## src/rtl/ohs_pkg.sv

```systemverilog
package ohs_pkg;

  // Default geometry of the history stack.
  localparam int MAX_ENTRIES_DEF = 16;
  localparam int ENTRY_WIDTH_DEF = 32;

  // Fixed field widths.
  localparam int FUNC_W    = 2;
  localparam int CFG_LEN_W = 5;

  // Operation codes carried on the func field.
  localparam logic [FUNC_W-1:0] FUNC_PUSH  = 2'd0;
  localparam logic [FUNC_W-1:0] FUNC_POP   = 2'd1;
  localparam logic [FUNC_W-1:0] FUNC_PEEK  = 2'd2;
  localparam logic [FUNC_W-1:0] FUNC_CLEAR = 2'd3;

  // Shift command broadcast to every cell of the chain.
  typedef struct packed {
    logic push;   // shift toward the old end, cell 0 takes the new entry
    logic pop;    // shift toward the new end
    logic flush;  // mark every cell empty
  } ohs_ctrl_t;

endpackage

```

## src/rtl/ohs_cell.sv

```systemverilog
module ohs_cell
  import ohs_pkg::*;
#(
  parameter int ENTRY_WIDTH = ENTRY_WIDTH_DEF
) (
  input  logic                   clk,
  input  logic                   rst_n,
  input  ohs_ctrl_t              ctrl,
  input  logic                   in_ring,
  input  logic                   prev_valid,
  input  logic [ENTRY_WIDTH-1:0] prev_data,
  input  logic                   next_valid,
  input  logic [ENTRY_WIDTH-1:0] next_data,
  output logic                   valid,
  output logic [ENTRY_WIDTH-1:0] data
);

  logic                   valid_r;
  logic                   valid_nxt;
  logic [ENTRY_WIDTH-1:0] data_r;
  logic [ENTRY_WIDTH-1:0] data_nxt;

  // A cell past the configured ring length never becomes valid, which is how
  // a push into a full ring drops the oldest entry.
  always_comb begin
    valid_nxt = valid_r;
    data_nxt  = data_r;
    if (ctrl.flush) begin
      valid_nxt = 1'b0;
    end else if (ctrl.push) begin
      valid_nxt = prev_valid & in_ring;
      data_nxt  = prev_data;
    end else if (ctrl.pop) begin
      valid_nxt = next_valid;
      data_nxt  = next_data;
    end
  end

  always_ff @(posedge clk) begin
    if (!rst_n) begin
      valid_r <= 1'b0;
    end else begin
      valid_r <= valid_nxt;
    end
  end

  always_ff @(posedge clk) begin
    data_r <= data_nxt;
  end

  assign valid = valid_r;
  assign data  = data_r;

endmodule

```

## src/rtl/overwriting_history_stack_top.sv

```systemverilog
// Channel   | Handshake              | Payload
// ----------+------------------------+-----------------------------------------
// input     | in_valid / in_stall    | in_func, in_push_value
// result    | out_valid / out_stall  | out_ok, out_read_value, out_now_empty
// config    | cfg_wr_en              | cfg_wr_data (ring length)
//
// Every accepted beat updates the cell chain, and its result beat appears on
// the next cycle from the single output register, so one beat per cycle is
// sustained while the result side does not stall.
// Reset (rst_n low at a clock edge) empties the stack and sets the ring
// length to MAX_ENTRIES.
// A result beat that is stalled holds the output register, and a new input
// beat is taken only when that register is free or drains in the same cycle.
module overwriting_history_stack_top
  import ohs_pkg::*;
#(
  parameter int MAX_ENTRIES = MAX_ENTRIES_DEF,
  parameter int ENTRY_WIDTH = ENTRY_WIDTH_DEF
) (
  input  logic                   clk,
  input  logic                   rst_n,
  input  logic                   in_valid,
  output logic                   in_stall,
  input  logic [FUNC_W-1:0]      in_func,
  input  logic [ENTRY_WIDTH-1:0] in_push_value,
  output logic                   out_valid,
  input  logic                   out_stall,
  output logic                   out_ok,
  output logic [ENTRY_WIDTH-1:0] out_read_value,
  output logic                   out_now_empty,
  input  logic                   cfg_wr_en,
  input  logic [CFG_LEN_W-1:0]   cfg_wr_data
);

  // The length register must hold MAX_ENTRIES itself; comparisons against
  // the 5-bit configuration value are done in the wider of the two widths.
  localparam int LEN_W = $clog2(MAX_ENTRIES + 1);
  localparam int CMP_W = (LEN_W > CFG_LEN_W) ? LEN_W : CFG_LEN_W;

  // The stack is a row of cells. Cell 0 holds the newest entry and deeper
  // cells hold older ones. A push shifts the whole row one place deeper, a
  // pop shifts it one place back. Valid bits always form a solid run from
  // cell 0, so the run length is the number of entries in use.
  logic [LEN_W-1:0]       len_r;
  logic [LEN_W-1:0]       len_nxt;
  logic [CMP_W-1:0]       cfg_ext;
  logic [MAX_ENTRIES-1:0] in_ring;
  logic [MAX_ENTRIES-1:0] cell_valid;
  logic [ENTRY_WIDTH-1:0] cell_data [MAX_ENTRIES];
  logic [MAX_ENTRIES:0]   valid_ext;
  ohs_ctrl_t              ctrl;
  logic                   in_fire;

  logic                   out_valid_r;
  logic                   out_valid_nxt;
  logic                   out_ok_r;
  logic                   out_ok_nxt;
  logic [ENTRY_WIDTH-1:0] out_read_value_r;
  logic [ENTRY_WIDTH-1:0] out_read_value_nxt;
  logic                   out_now_empty_r;
  logic                   out_now_empty_nxt;

  // Handshake: the input side waits only while a finished result is held.
  assign in_stall = out_valid_r & out_stall;
  assign in_fire  = in_valid & ~in_stall;

  // A written length of zero means one, and anything above the cell count
  // is cut down to the cell count.
  assign cfg_ext = CMP_W'(cfg_wr_data);

  always_comb begin
    len_nxt = len_r;
    if (cfg_wr_en) begin
      if (cfg_ext == '0) begin
        len_nxt = LEN_W'(1);
      end else if (cfg_ext > CMP_W'(MAX_ENTRIES)) begin
        len_nxt = LEN_W'(MAX_ENTRIES);
      end else begin
        len_nxt = LEN_W'(cfg_ext);
      end
    end
  end

  always_ff @(posedge clk) begin
    if (!rst_n) begin
      len_r <= LEN_W'(MAX_ENTRIES);
    end else begin
      len_r <= len_nxt;
    end
  end

  // Shift command for the chain. A pop on an empty stack leaves it alone,
  // and a length write empties the stack just as a clear does.
  always_comb begin
    ctrl.push  = in_fire && (in_func == FUNC_PUSH);
    ctrl.pop   = in_fire && (in_func == FUNC_POP) && cell_valid[0];
    ctrl.flush = (in_fire && (in_func == FUNC_CLEAR)) || cfg_wr_en;
  end

  assign valid_ext = {1'b0, cell_valid};

  genvar gi;
  generate
    for (gi = 0; gi < MAX_ENTRIES; gi++) begin : g_cell
      logic                   prev_valid;
      logic [ENTRY_WIDTH-1:0] prev_data;
      logic                   next_valid;
      logic [ENTRY_WIDTH-1:0] next_data;

      assign in_ring[gi] = len_r > LEN_W'(gi);

      if (gi == 0) begin : g_head
        assign prev_valid = 1'b1;
        assign prev_data  = in_push_value;
      end else begin : g_body
        assign prev_valid = cell_valid[gi-1];
        assign prev_data  = cell_data[gi-1];
      end

      if (gi == MAX_ENTRIES - 1) begin : g_tail
        assign next_valid = 1'b0;
        assign next_data  = '0;
      end else begin : g_link
        assign next_valid = cell_valid[gi+1];
        assign next_data  = cell_data[gi+1];
      end

      ohs_cell #(
        .ENTRY_WIDTH (ENTRY_WIDTH)
      ) u_cell (
        .clk        (clk),
        .rst_n      (rst_n),
        .ctrl       (ctrl),
        .in_ring    (in_ring[gi]),
        .prev_valid (prev_valid),
        .prev_data  (prev_data),
        .next_valid (next_valid),
        .next_data  (next_data),
        .valid      (cell_valid[gi]),
        .data       (cell_data[gi])
      );
    end
  endgenerate

  // The result is formed from the chain head before the shift takes effect.
  // The empty flag after a pop is the valid bit of the cell that moves up.
  always_comb begin
    out_valid_nxt      = in_fire | (out_valid_r & out_stall);
    out_ok_nxt         = out_ok_r;
    out_read_value_nxt = out_read_value_r;
    out_now_empty_nxt  = out_now_empty_r;
    if (in_fire) begin
      out_ok_nxt         = 1'b1;
      out_read_value_nxt = '0;
      out_now_empty_nxt  = ~cell_valid[0];
      case (in_func)
        FUNC_PUSH: begin
          out_now_empty_nxt = 1'b0;
        end
        FUNC_POP: begin
          out_ok_nxt         = cell_valid[0];
          out_read_value_nxt = cell_valid[0] ? cell_data[0] : '0;
          out_now_empty_nxt  = ~valid_ext[1];
        end
        FUNC_PEEK: begin
          out_ok_nxt         = cell_valid[0];
          out_read_value_nxt = cell_valid[0] ? cell_data[0] : '0;
        end
        FUNC_CLEAR: begin
          out_now_empty_nxt = 1'b1;
        end
        default: begin
          out_ok_nxt = 1'b0;
        end
      endcase
    end
  end

  always_ff @(posedge clk) begin
    if (!rst_n) begin
      out_valid_r <= 1'b0;
    end else begin
      out_valid_r <= out_valid_nxt;
    end
  end

  always_ff @(posedge clk) begin
    out_ok_r         <= out_ok_nxt;
    out_read_value_r <= out_read_value_nxt;
    out_now_empty_r  <= out_now_empty_nxt;
  end

  assign out_valid      = out_valid_r;
  assign out_ok         = out_ok_r;
  assign out_read_value = out_read_value_r;
  assign out_now_empty  = out_now_empty_r;

  // The occupied cells always form one solid run starting at the head.
  a_valid_run : assert property (@(posedge clk) disable iff (!rst_n)
    (cell_valid & (cell_valid + MAX_ENTRIES'(1))) == '0)
    else $error("cell valid bits are not a solid run from the head");

  // No cell beyond the ring length ever holds an entry.
  a_within_ring : assert property (@(posedge clk) disable iff (!rst_n)
    (cell_valid & ~in_ring) == '0)
    else $error("entry held beyond the ring length");

  // The ring length stays between one and the cell count.
  a_len_range : assert property (@(posedge clk) disable iff (!rst_n)
    (len_r != '0) && (len_r <= LEN_W'(MAX_ENTRIES)))
    else $error("ring length out of range");

  // A length write leaves the stack empty.
  a_cfg_empties : assert property (@(posedge clk) disable iff (!rst_n)
    cfg_wr_en |=> (cell_valid == '0))
    else $error("stack not empty after a length write");

  // An accepted pop or peek always yields a result beat on the next cycle, and
  // that result reports whether the head was occupied for a pop or peek.
  a_result_follows : assert property (@(posedge clk) disable iff (!rst_n)
    in_fire && ((in_func == FUNC_POP) || (in_func == FUNC_PEEK))
      |=> out_valid_r && (out_ok_r == $past(cell_valid[0])))
    else $error("pop or peek result missing or wrong status");

endmodule
```

## config.mk

```make
export PLATFORM = sky130hd
export DESIGN_NAME = overwriting_history_stack_top
export DESIGN_NICKNAME = d
export VERILOG_FILES = /design/src/rtl/ohs_pkg.sv /design/src/rtl/ohs_cell.sv /design/src/rtl/overwriting_history_stack_top.sv
export SDC_FILE = /design/constraint.sdc
export NUM_CORES = 1
export LEC_CHECK = 0
export BUFFER_PORTS_ARGS = -buffer_cell sky130_fd_sc_hd__buf_2
export CAP_MARGIN = 20
export CORE_UTILIZATION = 45
export CTS_CLUSTER_DIAMETER = 200
export DETAILED_ROUTE_END_ITERATION = 12
export MAX_ROUTING_LAYER = met4
export PLACE_DENSITY = 0.59
export SLEW_MARGIN = 0
export SYNTH_ARGS = -nofsm -noshare
export SYNTH_HDL_FRONTEND = slang
export SYNTH_SLANG_ARGS = --single-unit
export TNS_END_PERCENT = 10
```

## constraint.sdc

```tcl
create_clock -name clk -period 106.7 [get_ports clk]
set_clock_uncertainty 0.2 [all_clocks]
set_input_delay 10.67 -clock clk [delete_from_list [all_inputs] [get_ports clk]]
set_output_delay 10.67 -clock clk [all_outputs]
set_load 0.01 [all_outputs]
```

# ---- Word level (Yosys, flattened, before mapping)
# Cells that the tools add are included.
dict set report classes {
  bitwise_logic 23
  eq_ne 3
  n_lt_le_gt_ge 17
  n_reduce_logical 12
  n_mux 67
}
# operator n
set ops {}
lappend ops {{$mux W32} 32}
lappend ops {{$gt A5 B4 Y1 const B} 8}
lappend ops {{$mux W1} 32}
lappend ops {{$gt A5 B3 Y1 const B} 4}
lappend ops {{$and A1 B1 Y1} 17}
lappend ops {{$gt A5 B1 Y1 const B} 2}
lappend ops {{$gt A5 B2 Y1 const B} 2}
lappend ops {{$mux W5} 2}
lappend ops {{$gt A5 B5 Y1 const B} 1}
lappend ops {{$logic_not A5 Y1} 1}
lappend ops {{$not A1 Y1} 5}
lappend ops {{$eq A2 B2 Y1 const B} 2}
lappend ops {{$logic_and A1 B1 Y1} 4}
lappend ops {{$reduce_and A2 Y1} 2}
lappend ops {{$reduce_or A2 Y1} 2}
lappend ops {{$pmux W1 S3} 1}
lappend ops {{$eq A2 B1 Y1 const B} 1}
lappend ops {{$logic_not A2 Y1} 1}
lappend ops {{$reduce_bool A2 Y1} 1}
lappend ops {{$logic_or A1 B1 Y1} 1}
lappend ops {{$or A1 B1 Y1} 1}
dict set report totals {
  out_inout_bits 36
  input_bits 44
  reg_bits 568
}

# ---- Longest topological paths before layout
# Gate-level depths: netlist (run 1).
dict set report depth {
  depth_word 7
  depth_mapped 9
  depth_no_buf 6
}

# ---- Cells and area by module
# Synthesis (run 1) repeated with hierarchy kept, for this count alone.
dict set report unflattened {
  cells_unflattened 1355
  hier_area_um2 26807.0
}
# mod cells_per_inst instances area_per_inst_um2 seq_area_each_um2
set modules_own_cells {}
lappend modules_own_cells {ohs_cell 76 16 1566.5 980.9}
lappend modules_own_cells {overwriting_history_stack_top 139 1 1742.9 1141.1}

# ---- Least setup slack after synthesis (run 1)
# No wires, ideal clock.
dict set report synth_path {
  path_type {input to register}
  from {input port in_valid}
  to {register g_cell[0].u_cell.data_r[0], enable pin}
  stages 4
  arrival_time_ns 48.675
  path_buffers 2
  required_ns 104.359
  setup_slack_ns 55.684
  cell_sequence {a21boi_2 clkbuf_1 buf_2 a211oi_1}
}
dict set report synth_between {
  elab_chain_len 5
}
# item line_no
set synth_rtl {}
lappend synth_rtl {{start: declaration} overwriting_history_stack_top.sv:22} ;# input logic in_valid,
lappend synth_rtl {{$and A1 B1 Y1 (*)} overwriting_history_stack_top.sv:65} ;# assign in_fire = in_valid & ~in_stall;
lappend synth_rtl {{named net in_fire} overwriting_history_stack_top.sv:52} ;# logic in_fire;
lappend synth_rtl {{$logic_and A1 B1 Y1 (on tied branches)} {overwriting_history_stack_top.sv:96, overwriting_history_stack_top.sv:97}}
lappend synth_rtl {{$logic_and A1 B1 Y1 / $logic_or A1 B1 Y1 (equally long branches)} {overwriting_history_stack_top.sv:96, overwriting_history_stack_top.sv:97}}
lappend synth_rtl {{$reduce_bool A2 Y1 (no line) / $not A1 Y1 (equally long branches)} n/a}
lappend synth_rtl {{$reduce_and A2 Y1 (no line) (*)} n/a}
lappend synth_rtl {{end signal: assignment} ohs_cell.sv:48} ;# data_r <= data_nxt;
lappend synth_rtl {{end: declaration} ohs_cell.sv:20} ;# logic [ENTRY_WIDTH-1:0] data_r;
# The timed path passes the listed nets; every way through them passes the cells marked *.
# A chain may end at the register's enable or synchronous reset.

# ---- Worst setup path in the final report (run 1)
dict set report layout_path {
  from {input port out_stall}
  to {output port in_stall}
}
dict set report layout_between {
  elab_chain_len 1
}
# item line_no
set layout_rtl {}
lappend layout_rtl {{start: declaration} overwriting_history_stack_top.sv:27} ;# input logic out_stall,
lappend layout_rtl {{$and A1 B1 Y1} overwriting_history_stack_top.sv:64} ;# assign in_stall = out_valid_r & out_stall;
lappend layout_rtl {{end: declaration} overwriting_history_stack_top.sv:23} ;# output logic in_stall,
# No other way between the ends.

==> impl_metrics.tcl, run 1 <==
set metrics [dict create \
    synth-edff-count 546 \
    postRouteAntennaNets 0 \
    crit_path_frequent_cell "buf_2" \
    postCtsSetupBuffers 0 \
    drt_iter0_drc 1557 \
    met1_usage 0.2528 \
    synthMuxAreaShare 0.0004176 \
    yosysMostFrequentCell "nand2_1" \
    ios 80 \
    ctsResizeCount 0 \
    synth-xor-area-share 0 \
    use_met2 0.2296 \
    wl_um 43410 \
    hold_viol_final 0 \
    overflow 0 \
    grt_usage 0.1663 \
    final-seq-area_um2 16840 \
    tritoncts "done" \
    routed_via_density 4.920 \
    nFillCells 4795 \
    synth-seq-area-share 0.7024 \
    hold_buffers 0 \
    period_needed_ns 21.93 \
    grt_pass1_wl_um 72230 \
    critPathSlowestCell "and2_1" \
    port_buffers 79 \
    final_cells 3086 \
    synth_nets 2372 \
    rsz0062_at_grt "false" \
    synth_adder_area_share 0.002088 \
    cp_cell_sequence "buf_2, and2_1, buf_2" \
    synth_area_leader_cell "edfxtp_1" \
    synth_top_family_by_area "simple AND/OR/NAND/NOR gates" \
    critPathBufInv 2 \
    setup_viol 0 \
    antenna_found_initial 0 \
    grt_pass1_vias 14032 \
    synth_common_cells "1455 x nand2_1, 546 x edfxtp_1, 64 x and3_1" \
    synth-main-ff-cell "edfxtp_1" \
    min-delay-path-class "flip-flop to flip-flop" \
    start_util 0.4561 \
    path_clk_slew_ns 0.06 \
    worst_path_largest_cell_delay_ns 0.14 \
    synthSimpleGateAreaFrac 0.2537 \
    cp.required_ns 95.83 \
    die_h_um 232.8 \
    synthTopCellsByArea "edfxtp_1 68%, nand2_1 23%, dfxtp_1 1.8%" \
    root_buffer "clkbuf_16" \
    startpoint_type "primary input" \
    multi_input_area_um2 6514 \
    numCtsBuffers 58 \
    cap_viol_max_count 0 \
    max-vdd-ir-drop_mv 0.01154 \
    routabilityCongestion 0.7393 \
    netlist.area_leader.share 0.6840 \
    arrival_ns 11.06 \
    cts_buffer_depth 3 \
    die_w_um 232.8 \
    row_count 84 \
    grt_start_max_net_pins 260 \
    syn2layout_area_growth_pct 11.38 \
    crit_fanout 2 \
    critPathCaptureType "primary output" \
    first_pass_iters 5 \
    clock-sinks 568 \
    final_nets 2397 \
    dieArea_um2 54190 \
    maxSlewViolCount 0 \
    min_period_over_period 0.2056 \
    htree_levels 2 \
    post_drt_wl_per_cell_um 14.07 \
    vias 15183 \
    synth-compound-area-share 0.01425 \
    path_class "primary input to primary output" \
    tightest_slew_ns 1.258 \
    synthesis.area_um2 23970 \
    ys_seq_elements 568 \
    relSlewSlack 0.1617 \
    busiest_layer "met1" \
    async_flop_share 0 \
    p_leak_uw 0.01122 \
    cellPowerDensity_nw_per_um2 17.80 \
    clk_latency_ns 0.61 \
    place_inst 2977 \
    drc_errors 0 \
    status "finished, final reports clean" \
    synth_area_per_cell_um2 10.31 \
    fin_setup_tns_ns 0 \
    yosys_warnings 0 \
    final_core_util 0.5080 \
    drive_gt1_frac 0.07631 \
    coreArea_um2 52550 \
    dp_hpwl_um 23800 \
    fmax_mhz 45.59 \
    met3_usage 0.02304 \
    num_antenna_cells 0 \
    crit_family "buffers and inverters" \
    synthCells 2324 \
    ys_types 32 \
]
where the power goes:
part	leakage, µW	switching, µW	internal, µW	total (µW)
clock	0.000942	83.9	122	206
combinational	0.00511	13.5	5.63	19.1
sequential	0.00517	1.93	249	251
final cells by class:
type,count,area share
repair buffers,95,0.02072
flip-flops and latches,568,0.6306
clock buffers,74,0.05816
clock inverters,35,0.01383
well taps,688,0.03224
inverters,3,0.0004218
multi-input cells,1623,0.2440
per-layer routing:
layer / vias up / routed length (µm)
li1: 7679 / -
met1: 7150 / 22530
met2: 282 / 18200
met3: 72 / 1767
met4: 0 / 908
met5: - / 0
path summary, 6_finish.rpt:
path,from,depth (start not counted),endpoint,slack (ns)
worst min-delay path,g_cell[15].u_cell.valid,2,g_cell[15].u_cell.valid,0.29
worst min register to register,g_cell[15].u_cell.valid,2,g_cell[15].u_cell.valid,0.29
worst max register to register,out_valid,7,g_cell[1].u_cell.data[14],102.36
worst max-delay path,out_stall,3,in_stall,84.77
cells in the final DEF, fill, tap and decap left out, drive strengths merged, types with 11 or more instances in the layout:
| master | instances |
|---|---|
| nor3 | 11 |
| and3 | 64 |
| dfxtp | 22 |
| clkinv | 25 |
| edfxtp | 546 |
| o21ai | 21 |
| a21oi | 13 |
| nand2 | 1455 |
| buf | 95 |
| clkbuf | 74 |
stage by stage:
step                worst slack (ns)  hold slack (ns)  power (µW)  area, µm²
global route                   84.75           0.3228       491.0      26700
finish                         84.77           0.2874       475.3      26700
global placement               84.76           0.2580       273.9      24780
detailed placement             84.77           0.2776       274.7      24780
CTS                            84.76           0.2885       481.0      26700
floorplan                      55.68           0.2486       274.6      23970
registers in the layout, indices dropped and copies added, names as in the netlist:
signal	count
g_cell.u_cell.data	512
out_read_value	32
g_cell.u_cell.valid	16
len_r	5
out_now_empty	1
out_ok	1
out_valid	1
logic make-up (layout without fill, tap and decap cells):
kind of cell / count (synthesis) / after routing
adder cells (fa/ha/maj): 4 / 4
AND/OR/NAND/NOR: 1561 / 1561
buffers and inverters: 133 / 207
flip-flops: 568 / 568
AO/OA/AOI/OAI: 57 / 57
multiplexers: 1 / 1
worst register-to-register path, stage by stage (launching register included):
cell and delay, ns:
dfxtp_1 0.34, a21boi_4 0.15, buf_4 0.50, and2_4 0.94, buf_4 0.87, buf_4 0.88
nand2_1 0.22, nand2_1 0.11
Note: power is estimated with default switching activity, not from simulation.
==> run 2, diff against run 1 <==
PLACE_DENSITY = 0.61   (was 0.59)
clock period = 18.8 ns   (was 106.7 ns; I/O delays follow)
==> impl_metrics.tcl, run 2 (same netlist as run 1, synthesis figures left out) <==
set metrics [dict create \
    grt_start_max_net_pins 253 \
    p_leak_uw 0.01122 \
    crit_path_frequent_cell "buf_4" \
    setup_viol 0 \
    min_period_over_period 0.3100 \
    grt_pass1_wl_um 71810 \
    r2r-end "g_cell[2].u_cell.data[14]" \
    worst_path_largest_cell_delay_ns 0.90 \
    critPathBufInv 7 \
    routabilityCongestion 0.7519 \
    antenna_found_initial 0 \
    critPathSlowestCell "buf_4" \
    cp.required_ns 18.86 \
    period_needed_ns 5.828 \
    fmax_mhz 171.6 \
    ctsResizeCount 0 \
    dp_hpwl_um 23470 \
    holdPathStages 2 \
    row_count 84 \
    drive_gt1_frac 0.07760 \
    crit_fanout 195 \
    worstHoldStart "g_cell[15].u_cell.valid" \
    drt_iter0_drc 1616 \
    postRouteAntennaNets 0 \
    min-delay-path-class "flip-flop to flip-flop" \
    vias 15347 \
    status "finished, final reports clean" \
    first_pass_iters 6 \
    mostFrequentLayoutCells "1454 x nand2_1, 546 x edfxtp_1, 79 x buf_2" \
    grt_pass1_vias 14254 \
    tritoncts "done" \
    final_core_util 0.5090 \
    path_class "primary input to flip-flop" \
    dieArea_um2 54190 \
    hold_buffers 0 \
    arrival_ns 5.89 \
    clock-sinks 568 \
    largest_reg_flops 512 \
    crit_family "buffers and inverters" \
    final_nets 2396 \
    drc_errors 0 \
    pre_cts_slack_ns 11.99 \
    die_h_um 232.8 \
    die_w_um 232.8 \
    tightest_slew_ns 1.120 \
    port_buffers 79 \
    ios 80 \
    relSlewSlack 0.2535 \
    htree_levels 2 \
    rsz0062_at_grt "false" \
    start_util 0.4561 \
    wl_um 42820 \
    maxSlewViolCount 0 \
    cp_cell_sequence "buf_2, inv_1, ha_1, buf_4, o21ai_0, a211oi_4, buf_12, buf_4, buf_4, buf_16" \
    reg2reg_from "out_valid" \
    nFillCells 4730 \
    cellPowerDensity_nw_per_um2 101.0 \
    root_buffer "clkbuf_16" \
    post_drt_wl_per_cell_um 13.87 \
    cts_buffer_depth 3 \
    reg2reg_slack_ns 14.15 \
    clk_latency_ns 0.60 \
    critPathCaptureType "flip-flop" \
    coreArea_um2 52550 \
    setup_slack_ns 12.97 \
    cap_viol_max_count 0 \
    hold_end "g_cell[15].u_cell.valid" \
    startpoint_type "primary input" \
    postCtsSetupBuffers 0 \
    routed_via_density 4.971 \
    syn2layout_area_growth_pct 11.60 \
    path_clk_slew_ns 0.06 \
    fin_setup_tns_ns 0 \
    overflow 0 \
    grt_usage 0.1642 \
    max-vdd-ir-drop_mv 0.05941 \
    final_common_cell "nand2_1" \
    r2r_cells 7 \
    hold_ws_ns 0.2867 \
    hold_viol_final 0 \
    numCtsBuffers 57 \
]
-- run 2: cell count changes in the layout (fill, tap and decap cells not counted), moves of 2 or more --
cell | previous run | this run
buf_4 | 13 | 11
diode_2 | 0 | 2
clkbuf_8 | 2 | 0
clkbuf_1 | 13 | 9
clkinvlp_4 | 1 | 6
-- run 2: worst max-delay path by stage --
stage | startpoint | end | slack (ns) | depth (start not counted)
3_3_place_gp | in_func[0] | g_cell[2].u_cell.data[13] | 12.11 | 9
4_1_cts | in_func[0] | g_cell[6].u_cell.data[13] | 12.64 | 9
5_1_grt | in_func[0] | g_cell[3].u_cell.data[13] | 12.70 | 10
2_1_floorplan | in_valid | g_cell[0].u_cell.data[0] | 2.58 | 4
6_report | in_func[0] | g_cell[2].u_cell.data[14] | 12.97 | 10
3_5_place_dp | in_func[0] | g_cell[2].u_cell.data[13] | 11.99 | 9
-- run 2: through the flow --
stage	total power (µW)	cells	area, µm²
finish	2702	3087	26750
global route	2794	3085	26750
CTS	2736	3083	26700
detailed placement	1558	2975	24760
global placement	1555	2975	24760
floorplan	1537	2324	23980
-- run 2: power by group --
part           leakage [µW]  internal, µW  switching [µW]
Combinational       0.00512          32.2            75.9
Clock              0.000934           696             477
Sequential          0.00517          1410            11.2
-- run 2: layout make-up --
| class | count | area, µm² | area share |
|---|---|---|---|
| sequential | 568 | 16840 | 0.6294 |
| multi-input combinational | 1623 | 6514 | 0.2435 |
| clock buffer | 68 | 1510 | 0.05645 |
| tap | 688 | 860.8 | 0.03218 |
| timing repair buffer | 95 | 585.6 | 0.02189 |
| clock inverter | 40 | 427.9 | 0.01600 |
| inverter | 3 | 11.26 | 0.0004210 |
| antenna | 2 | 5.005 | 0.0001871 |
-- run 2: metal layers --
layer / share of wire / track usage
met4: 0.013 / 0.03799
met2: 0.43 / 0.2294
met3: 0.052 / 0.02745
met5: 0 / -
met1: 0.51 / 0.2489
-- run 2: tightest hold or removal path, stage by stage (launching register included) --
cell,delay [ns]
dfxtp_1,0.32
nand3_1,0.06
a21oi_1,0.06
